**src/design/led_matrix_draw_engine_assert.svh**
```systemverilog
// Assertion macros for the LED matrix draw engine.
// Each takes a label, clock, active-low reset, a trigger and a consequence.
`ifndef LED_MATRIX_DRAW_ENGINE_ASSERT_SVH
`define LED_MATRIX_DRAW_ENGINE_ASSERT_SVH
`ifndef SYNTHESIS
`define LMDE_ASSERT_SAME(label, clk, rst_n, trig, cons) \
  label: assert property (@(posedge clk) disable iff (!rst_n) (trig) |-> (cons)) \
    else $error("assertion failed");
`define LMDE_ASSERT_NEXT(label, clk, rst_n, trig, cons) \
  label: assert property (@(posedge clk) disable iff (!rst_n) (trig) |=> (cons)) \
    else $error("assertion failed");
`else
`define LMDE_ASSERT_SAME(label, clk, rst_n, trig, cons)
`define LMDE_ASSERT_NEXT(label, clk, rst_n, trig, cons)
`endif
`endif

```
**src/design/lmde_pkg.sv**
```systemverilog
`timescale 1ns / 1ps
package lmde_pkg;

  // Request codes
  localparam logic [2:0] REQ_PIXEL  = 3'd0;
  localparam logic [2:0] REQ_ROW    = 3'd1;
  localparam logic [2:0] REQ_COLUMN = 3'd2;
  localparam logic [2:0] REQ_ALL    = 3'd3;
  localparam logic [2:0] REQ_CLEAR  = 3'd4;
  localparam logic [2:0] REQ_SQUARE = 3'd5;
  localparam logic [2:0] REQ_SCAN   = 3'd6;

  // Colour codes
  localparam logic [2:0] COL_RED    = 3'd0;
  localparam logic [2:0] COL_GREEN  = 3'd1;
  localparam logic [2:0] COL_BLUE   = 3'd2;
  localparam logic [2:0] COL_WHITE  = 3'd3;
  localparam logic [2:0] COL_YELLOW = 3'd4;
  localparam logic [2:0] COL_PURPLE = 3'd5;

  localparam logic [7:0] DEFAULT_BLUE = 8'd3;

  typedef struct packed {
    logic [2:0] req_type;
    logic [6:0] position;
    logic [2:0] color_code;
    logic [7:0] brightness;
  } in_item_t;

  typedef struct packed {
    logic [6:0]  pixel_number;
    logic [23:0] grb_word;
    logic        last;
  } out_item_t;

  typedef enum logic [1:0] {
    ST_IDLE,
    ST_WRITE,
    ST_SCAN,
    ST_SCAN_TAIL
  } ctrl_state_t;

  // Controller to datapath
  typedef struct packed {
    logic load;
    logic wr_en;
    logic rd_en;
    logic clear_all;
  } dp_cmd_t;

  // Datapath to controller
  typedef struct packed {
    logic go_write;
    logic go_clear;
    logic go_scan;
    logic cnt_last;
  } dp_status_t;

  // Colour code and brightness to a GRB word; products wrap at 8 bits
  function automatic logic [23:0] make_grb(input logic [2:0] code, input logic [7:0] bright);
    logic [7:0] x3;
    logic [7:0] x4;
    logic [7:0] x10;
    logic [7:0] r;
    logic [7:0] g;
    logic [7:0] bl;
    x3  = 8'({bright, 1'b0} + {1'b0, bright});
    x4  = 8'({bright, 2'b00});
    x10 = 8'({bright, 3'b000} + {2'b00, bright, 1'b0});
    r   = '0;
    g   = '0;
    bl  = '0;
    case (code)
      COL_RED:    r = x3;
      COL_GREEN:  g = x3;
      COL_BLUE:   bl = x3;
      COL_WHITE: begin
        r  = x3;
        g  = x3;
        bl = x3;
      end
      COL_YELLOW: begin
        r = x3;
        g = x3;
      end
      COL_PURPLE: begin
        r  = x4;
        bl = x10;
      end
      default:    bl = DEFAULT_BLUE;
    endcase
    return {g, r, bl};
  endfunction

endpackage

```
**src/design/led_matrix_draw_engine.sv**
```systemverilog
`timescale 1ns / 1ps
// Channel   | Ports                        | Handshake
// ----------+------------------------------+-------------------------------------
// input     | start, busy, in_item         | beat taken when start && !busy
// result    | out_valid, out_item          | cannot be held off
//
// An accepted item writes one pixel a cycle through the single write port of
// the frame store: a pixel request 1 pixel, a square 4, a row COLUMNS, a
// column ROWS and all ROWS*COLUMNS. Clear and ignored requests finish in the
// accept cycle. A scan reads one pixel a cycle, ROWS*COLUMNS in all, each
// through the registered read. Reset is synchronous and leaves every pixel
// off at once; no clearing pass is needed.
module led_matrix_draw_engine #(
  parameter int COLUMNS = 8,
  parameter int ROWS    = 8
) (
  input  logic                clk,
  input  logic                rst_n,
  input  logic                start,
  output logic                busy,
  input  lmde_pkg::in_item_t  in_item,
  output logic                out_valid,
  output lmde_pkg::out_item_t out_item
);
  import lmde_pkg::*;

  `include "led_matrix_draw_engine_assert.svh"

  dp_cmd_t    cmd;
  dp_status_t status;

  lmde_ctrl u_ctrl (
    .clk    (clk),
    .rst_n  (rst_n),
    .start  (start),
    .busy   (busy),
    .status (status),
    .cmd    (cmd)
  );

  lmde_datapath #(
    .COLUMNS (COLUMNS),
    .ROWS    (ROWS)
  ) u_dp (
    .clk       (clk),
    .rst_n     (rst_n),
    .in_item   (in_item),
    .cmd       (cmd),
    .status    (status),
    .out_valid (out_valid),
    .out_item  (out_item)
  );

  // Checks
  `LMDE_ASSERT_SAME(a_out_while_busy, clk, rst_n, out_valid, busy)
  `LMDE_ASSERT_SAME(a_last_is_final, clk, rst_n, out_valid && out_item.last, out_item.pixel_number == 7'(ROWS * COLUMNS))
  `LMDE_ASSERT_NEXT(a_last_ends_scan, clk, rst_n, out_valid && out_item.last, !out_valid && !busy)
  `LMDE_ASSERT_SAME(a_no_rd_wr_clash, clk, rst_n, cmd.wr_en, !cmd.rd_en && !cmd.load)

endmodule

```
**src/design/lmde_ram.sv**
```systemverilog
`timescale 1ns / 1ps
module lmde_ram #(
  parameter int WIDTH = 24,
  parameter int DEPTH = 64
) (
  input  logic                     clk,
  input  logic                     we,
  input  logic [$clog2(DEPTH)-1:0] waddr,
  input  logic [WIDTH-1:0]         wdata,
  input  logic                     re,
  input  logic [$clog2(DEPTH)-1:0] raddr,
  output logic [WIDTH-1:0]         rdata
);

  logic [WIDTH-1:0] mem_r [DEPTH];
  logic [WIDTH-1:0] rdata_r;

  // One write port, one registered read port
  always_ff @(posedge clk) begin
    if (we) begin
      mem_r[waddr] <= wdata;
    end
    if (re) begin
      rdata_r <= mem_r[raddr];
    end
  end

  assign rdata = rdata_r;

endmodule

```
**src/design/lmde_ctrl.sv**
```systemverilog
`timescale 1ns / 1ps
module lmde_ctrl (
  input  logic                clk,
  input  logic                rst_n,
  input  logic                start,
  output logic                busy,
  input  lmde_pkg::dp_status_t status,
  output lmde_pkg::dp_cmd_t    cmd
);
  import lmde_pkg::*;

  ctrl_state_t state_r;
  ctrl_state_t state_nxt;

  always_ff @(posedge clk) begin
    if (!rst_n) begin
      state_r <= ST_IDLE;
    end else begin
      state_r <= state_nxt;
    end
  end

  // Next state
  always_comb begin
    state_nxt = state_r;
    unique case (state_r)
      ST_IDLE: begin
        if (start && status.go_write) begin
          state_nxt = ST_WRITE;
        end else if (start && status.go_scan) begin
          state_nxt = ST_SCAN;
        end
      end
      ST_WRITE: begin
        if (status.cnt_last) state_nxt = ST_IDLE;
      end
      ST_SCAN: begin
        if (status.cnt_last) state_nxt = ST_SCAN_TAIL;
      end
      ST_SCAN_TAIL: state_nxt = ST_IDLE;
      default:      state_nxt = ST_IDLE;
    endcase
  end

  // Outputs
  always_comb begin
    cmd  = '0;
    busy = 1'b1;
    unique case (state_r)
      ST_IDLE: begin
        busy          = 1'b0;
        cmd.load      = start;
        cmd.clear_all = start && status.go_clear;
      end
      ST_WRITE:     cmd.wr_en = 1'b1;
      ST_SCAN:      cmd.rd_en = 1'b1;
      ST_SCAN_TAIL: busy = 1'b1;
      default:      busy = 1'b1;
    endcase
  end

endmodule

```
**src/design/lmde_datapath.sv**
```systemverilog
`timescale 1ns / 1ps
module lmde_datapath #(
  parameter int COLUMNS = 8,
  parameter int ROWS    = 8
) (
  input  logic                 clk,
  input  logic                 rst_n,
  input  lmde_pkg::in_item_t   in_item,
  input  lmde_pkg::dp_cmd_t    cmd,
  output lmde_pkg::dp_status_t status,
  output logic                 out_valid,
  output lmde_pkg::out_item_t  out_item
);
  import lmde_pkg::*;

  localparam int PIXELS = ROWS * COLUMNS;
  localparam int AW     = $clog2(PIXELS);
  localparam int CW     = $clog2(PIXELS + 1);
  localparam int SQ_MAX = COLUMNS * (ROWS - 1) - 1;

  // Positions in the last column, for the square check
  logic [127:0] last_col;
  for (genvar gi = 0; gi < 128; gi++) begin : g_last_col
    assign last_col[gi] = ((gi % COLUMNS) == 0);
  end

  logic [6:0]    pos;
  logic [6:0]    pos_m1;
  logic          pos_nz;
  logic          go_write;
  logic          go_clear;
  logic          go_scan;
  logic          is_sq;
  logic [6:0]    start_addr;
  logic [AW-1:0] start_step;
  logic [CW-1:0] start_cnt;

  logic [AW-1:0]   addr_r;
  logic [AW-1:0]   step_r;
  logic [CW-1:0]   cnt_r;
  logic            sq_r;
  logic [23:0]     word_r;
  logic [PIXELS-1:0] valid_r;
  logic [AW-1:0]   addr_nxt;

  logic            show_r;
  logic            vld_rd_r;
  logic [6:0]      num_r;
  logic            last_r;
  logic [23:0]     rd_data;

  assign pos    = in_item.position;
  assign pos_m1 = pos - 7'd1;
  assign pos_nz = (pos != 7'd0);

  // Request decode: range checks and walk set-up
  always_comb begin
    go_write   = 1'b0;
    go_clear   = 1'b0;
    go_scan    = 1'b0;
    is_sq      = 1'b0;
    start_addr = pos_m1;
    start_step = AW'(1);
    start_cnt  = CW'(1);
    unique case (in_item.req_type)
      REQ_PIXEL: begin
        go_write = pos_nz && (pos <= 7'(PIXELS));
      end
      REQ_ROW: begin
        go_write   = pos_nz && (pos <= 7'(ROWS));
        start_addr = 7'(pos_m1 * 7'(COLUMNS));
        start_cnt  = CW'(COLUMNS);
      end
      REQ_COLUMN: begin
        go_write   = pos_nz && (pos <= 7'(COLUMNS));
        start_step = AW'(COLUMNS);
        start_cnt  = CW'(ROWS);
      end
      REQ_ALL: begin
        go_write   = 1'b1;
        start_addr = 7'd0;
        start_cnt  = CW'(PIXELS);
      end
      REQ_CLEAR: go_clear = 1'b1;
      REQ_SQUARE: begin
        go_write  = pos_nz && (pos <= 7'(SQ_MAX)) && !last_col[pos];
        is_sq     = 1'b1;
        start_cnt = CW'(4);
      end
      REQ_SCAN: begin
        go_scan    = 1'b1;
        start_addr = 7'd0;
        start_cnt  = CW'(PIXELS);
      end
      default: ;
    endcase
  end

  assign status.go_write = go_write;
  assign status.go_clear = go_clear;
  assign status.go_scan  = go_scan;
  assign status.cnt_last = (cnt_r == CW'(1));

  // Square walk: +1, +COLUMNS-1, +1
  assign addr_nxt = (sq_r && cnt_r == CW'(3)) ? addr_r + AW'(COLUMNS - 1)
                                              : addr_r + step_r;

  // Walk registers
  always_ff @(posedge clk) begin
    if (cmd.load) begin
      addr_r <= AW'(start_addr);
      step_r <= start_step;
      cnt_r  <= start_cnt;
      sq_r   <= is_sq;
      word_r <= make_grb(in_item.color_code, in_item.brightness);
    end else if (cmd.wr_en || cmd.rd_en) begin
      addr_r <= addr_nxt;
      cnt_r  <= cnt_r - CW'(1);
    end
  end

  // Written flags: an unwritten pixel reads as off
  always_ff @(posedge clk) begin
    if (!rst_n || cmd.clear_all) begin
      valid_r <= '0;
    end else if (cmd.wr_en) begin
      valid_r[addr_r] <= 1'b1;
    end
  end

  lmde_ram #(
    .WIDTH (24),
    .DEPTH (PIXELS)
  ) u_store (
    .clk   (clk),
    .we    (cmd.wr_en),
    .waddr (addr_r),
    .wdata (word_r),
    .re    (cmd.rd_en),
    .raddr (addr_r),
    .rdata (rd_data)
  );

  // Scan beat, aligned with the registered read
  always_ff @(posedge clk) begin
    if (!rst_n) begin
      show_r <= 1'b0;
    end else begin
      show_r <= cmd.rd_en;
    end
  end

  always_ff @(posedge clk) begin
    if (cmd.rd_en) begin
      vld_rd_r <= valid_r[addr_r];
      num_r    <= 7'(addr_r) + 7'd1;
      last_r   <= status.cnt_last;
    end
  end

  assign out_valid             = show_r;
  assign out_item.pixel_number = num_r;
  assign out_item.grb_word     = vld_rd_r ? rd_data : 24'd0;
  assign out_item.last         = last_r;

endmodule
```
**config.mk**
```make
export PLATFORM = sky130hd
export DESIGN_NAME = led_matrix_draw_engine
export DESIGN_NICKNAME = d
export VERILOG_FILES = /design/src/design/lmde_pkg.sv /design/src/design/led_matrix_draw_engine.sv /design/src/design/lmde_ram.sv /design/src/design/lmde_ctrl.sv /design/src/design/lmde_datapath.sv
export VERILOG_INCLUDE_DIRS = /design/src /design/src/design
export SDC_FILE = /design/constraint.sdc
export NUM_CORES = 2
export LEC_CHECK = 0
export CELL_PAD_IN_SITES_DETAIL_PLACEMENT = 1
export CELL_PAD_IN_SITES_GLOBAL_PLACEMENT = 2
export CORE_MARGIN = 2
export CORE_UTILIZATION = 53
export DETAILED_ROUTE_END_ITERATION = 6
export DONT_BUFFER_PORTS = 1
export GPL_TIMING_DRIVEN = 0
export PLACE_DENSITY_LB_ADDON = 0.12
export SLEW_MARGIN = 20
export SYNTH_ARGS = -nofsm -noshare
export SYNTH_HDL_FRONTEND = slang
export SYNTH_SLANG_ARGS = --single-unit
```
**constraint.sdc**
```tcl
create_clock -name clk -period 8.5 [get_ports clk]
set_clock_uncertainty 0.05 [all_clocks]
set_input_delay 1.7 -clock clk [delete_from_list [all_inputs] [get_ports clk]]
set_output_delay 1.7 -clock clk [all_outputs]
set_load 0.01 [all_outputs]
```
==> run_results.csv <==
group,metric,value,unit
synthesis,postSynthCellCount,3661,
finish,layout.nets,4072,
place,dp_hpwl,203,mm
grt,grt_max_degree,33,
routing,wl,304,mm
finish,drive_above_1_share,21.9,%
routing,wire_per_inst,52.3,um
power_and_ir_drop,finalPower,0.0277,W
power_and_ir_drop,vdd_ir_drop_max,0.242,mV
floorplan,dieArea,126000,um2
run_status,violations,"DRC",
sta,rsz0062_at_grt,"false",
clocking,ctsRootBufferMaster,"clkbuf_16",
power_and_ir_drop,p_leak,25.2,nW
finish,fin_util,63.4,%
sta,worst_pin_slew,1.37,ns
clocking,cts_tree,"yes",
grt,overflow,0,
sta,tns,0,ns
finish,area_growth_syn_to_layout,18.5,%
sta,hold_ws,0.420,ns
clocking,post_cts_resized,0,
synthesis,syn-cell-area,65300,um2
sta,hold_violations,0,
clocking,clock_sinks,1676,
critical_path,cp_max_fo,10,
synthesis,synth_nets,3712,
power_and_ir_drop,p_per_area,358,nW/um2
run_status,status,"finished with violations",
routing,antenna_left,0,
critical_path,arrival,6.16,ns
place,place.gp.congestion,0.973,
floorplan,num_rows,128,
clocking,clkSlewWorstSetupHoldPaths,0.06,ns
synthesis,synth_seq_cells,1676,
place,io_buffers,0,
routing,drt_iter0_drc,9700,
synthesis,syn_avg_cell_area,17.8,um2
sta,setup_viol,0,
synthesis,yosysSeqAreaShare,76.0,%
grt,grt_pass1_wl,397,mm
finish,seq_area,49700,um2
job,max_cap_viol_count,0,
critical_path,crit_path_end_kind,"register",
synthesis,yosysUniqueCellTypes,74,
worst_hold_path,min_path_type,"register to register",
floorplan,chipHeight,355,um
sta,layout_min_cycle_time,5.68,ns
routing,drt_pass1_iterations,7,
floorplan,start_util,53.5,%
synthesis,ys_warn_count,0,
clocking,clock_latency,0.82,ns
critical_path,path_class,"register to register",
sta,finalMaxSlewViolations,0,
critical_path,r2r_slack,2.82,ns
sta,fmax,176,MHz
grt,grt_pass1_vias,43701,
clocking,htree_levels,4,
synthesis,async_flop_share,0,%
floorplan,fp.coreArea,122000,um2
grt,antenna_found_initial,42,
floorplan,fp.dieW,355,um
critical_path,required,8.98,ns
synthesis,synth-main-ff-cell,"edfxtp_1",
synthesis,synth-edff-count,1609,
routing,vias,45270,
clocking,ctsLongestPathBuffers,3,
finish,n_fill_cell,10380,
routing,vias_per_cell,7.79,
critical_path,start_kind,"register",
sta,relSlewSlack,7.80,%
sta,post-route-period-util,66.9,%
finish,multiInputGateArea,14900,um2
grt,grt_use_total,48.3,%
routing,post-route-drc-count,56,
floorplan,ios,58,
clocking,cts_made_buffers,169,
clocking,hold_buffers,0,
clocking,cts_setup_buffers,0,
[cells by family after synthesis]
kind of cell | count (synthesis) | share of synthesized area, %
and+or+nand+nor | 439 | 3.22
muxes | 412 | 8.87
xor gates and xnor gates | 26 | 0.349
buffers and inverters | 260 | 1.98
adders and majority gates | 28 | 0.567
AOI/OAI and AO/OA | 820 | 8.98
DFF | 1676 | 76.0
[report_power, final]
part / total, W / internal, W / switching [W]
registers: 0.00979 / 0.00961 / 0.000179
logic: 0.0105 / 0.00264 / 0.00789
clock network: 0.00737 / 0.00414 / 0.00323
total: 0.0277 / 0.0164 / 0.0113
[cell type report]
class	instances	share of cell area, %
diodes	24	0.0776
plain buffers	233	1.60
clock buffers	220	5.89
clock inverters	90	0.986
inverters	27	0.131
multi-input cells	1725	19.3
flip-flops and latches	1676	64.2
well taps	1625	2.63
repair buffers	189	5.26
[worst paths after layout]
kind | start | end | depth (start not counted)
max | u_dp.addr_r[0] | u_dp.u_store.mem_r[62][10] | 9
min | u_dp.valid_r[57] | u_dp.valid_r[57] | 1
max reg2reg | u_dp.addr_r[0] | u_dp.u_store.mem_r[62][10] | 9
min reg2reg | u_dp.valid_r[57] | u_dp.valid_r[57] | 1
[metrics by stage]
| step | setup slack, ns | cells | cell area (um2) |
|---|---|---|---|
| 2_1_floorplan | 4.93 | 3661 | 65300 |
| 3_3_place_gp | 0.436 | 5286 | 67300 |
| 3_5_place_dp | 3.00 | 5474 | 72000 |
| 4_1_cts | 2.99 | 5784 | 77300 |
| 5_1_grt | 3.12 | 5790 | 77300 |
| 6_report | 2.82 | 5809 | 77400 |
[synth_stat cells, types with 82 or more instances]
master       n  area share, %
a221oi_1   188            2.5
mux2i_1    170            2.6
buf_2       82           0.63
clkbuf_1    83           0.48
a22oi_1    111            1.3
mux4_2     121            4.2
a21oi_1    113           0.87
edfxtp_1  1609             74
o21ai_0    109           0.84
mux2_2     119            2.1
nor2_1     183            1.1
nand2_1     96           0.55
o22ai_1     95           0.91
[placed cells by master (no fill, tap or decap), types with 24 or more instances in the layout]
cell type  count
buf_2         91
mux2_2       119
inv_1         26
dfxtp_1       67
mux4_2       121
a22oi_1      111
clkbuf_2      30
and2_1        31
buf_12        45
diode_2       24
clkinv_1      40
buf_4         39
clkinv_2      25
o21a_1        67
a221oi_1     186
mux2i_1      170
edfxtp_1    1609
clkbuf_1      94
clkbuf_16    173
o21ai_0      108
buf_16        86
buf_8         50
nand2_1       96
o22ai_1       95
nor2_4        64
nor2_1       118
a21oi_1      113
[registers in the layout, indices dropped and copies added (netlist names), 2 cells and up]
signal and count:
u_dp.u_store.mem_r 1536, u_dp.addr_r 6, u_dp.u_store.rdata 24, u_dp.valid_r 64, u_ctrl.state_r 2, u_dp.num_r 7
u_dp.step_r 2, u_dp.word_r 24, u_dp.cnt_r 7
[metal layers]
layer  share of wire (%)  vias to the layer above  track usage (%)
li1                    -                    15791                -
met3                  17                     1616             22.6
met4                  11                       36             39.8
met1                  32                    22784             57.7
met5                0.10                        -            0.830
met2                  41                     5043             66.5
[critical path, stage by stage (launching register included)]
cell and delay (ns):
edfxtp_1 0.43, buf_4 0.21, nor2b_1 0.12, buf_2 0.31, buf_1 0.94, clkbuf_1 1.01
nand2_1 0.85, nor2_4 0.96, buf_16 0.25, buf_16 0.19
Note: power is estimated with default switching activity, not from simulation.
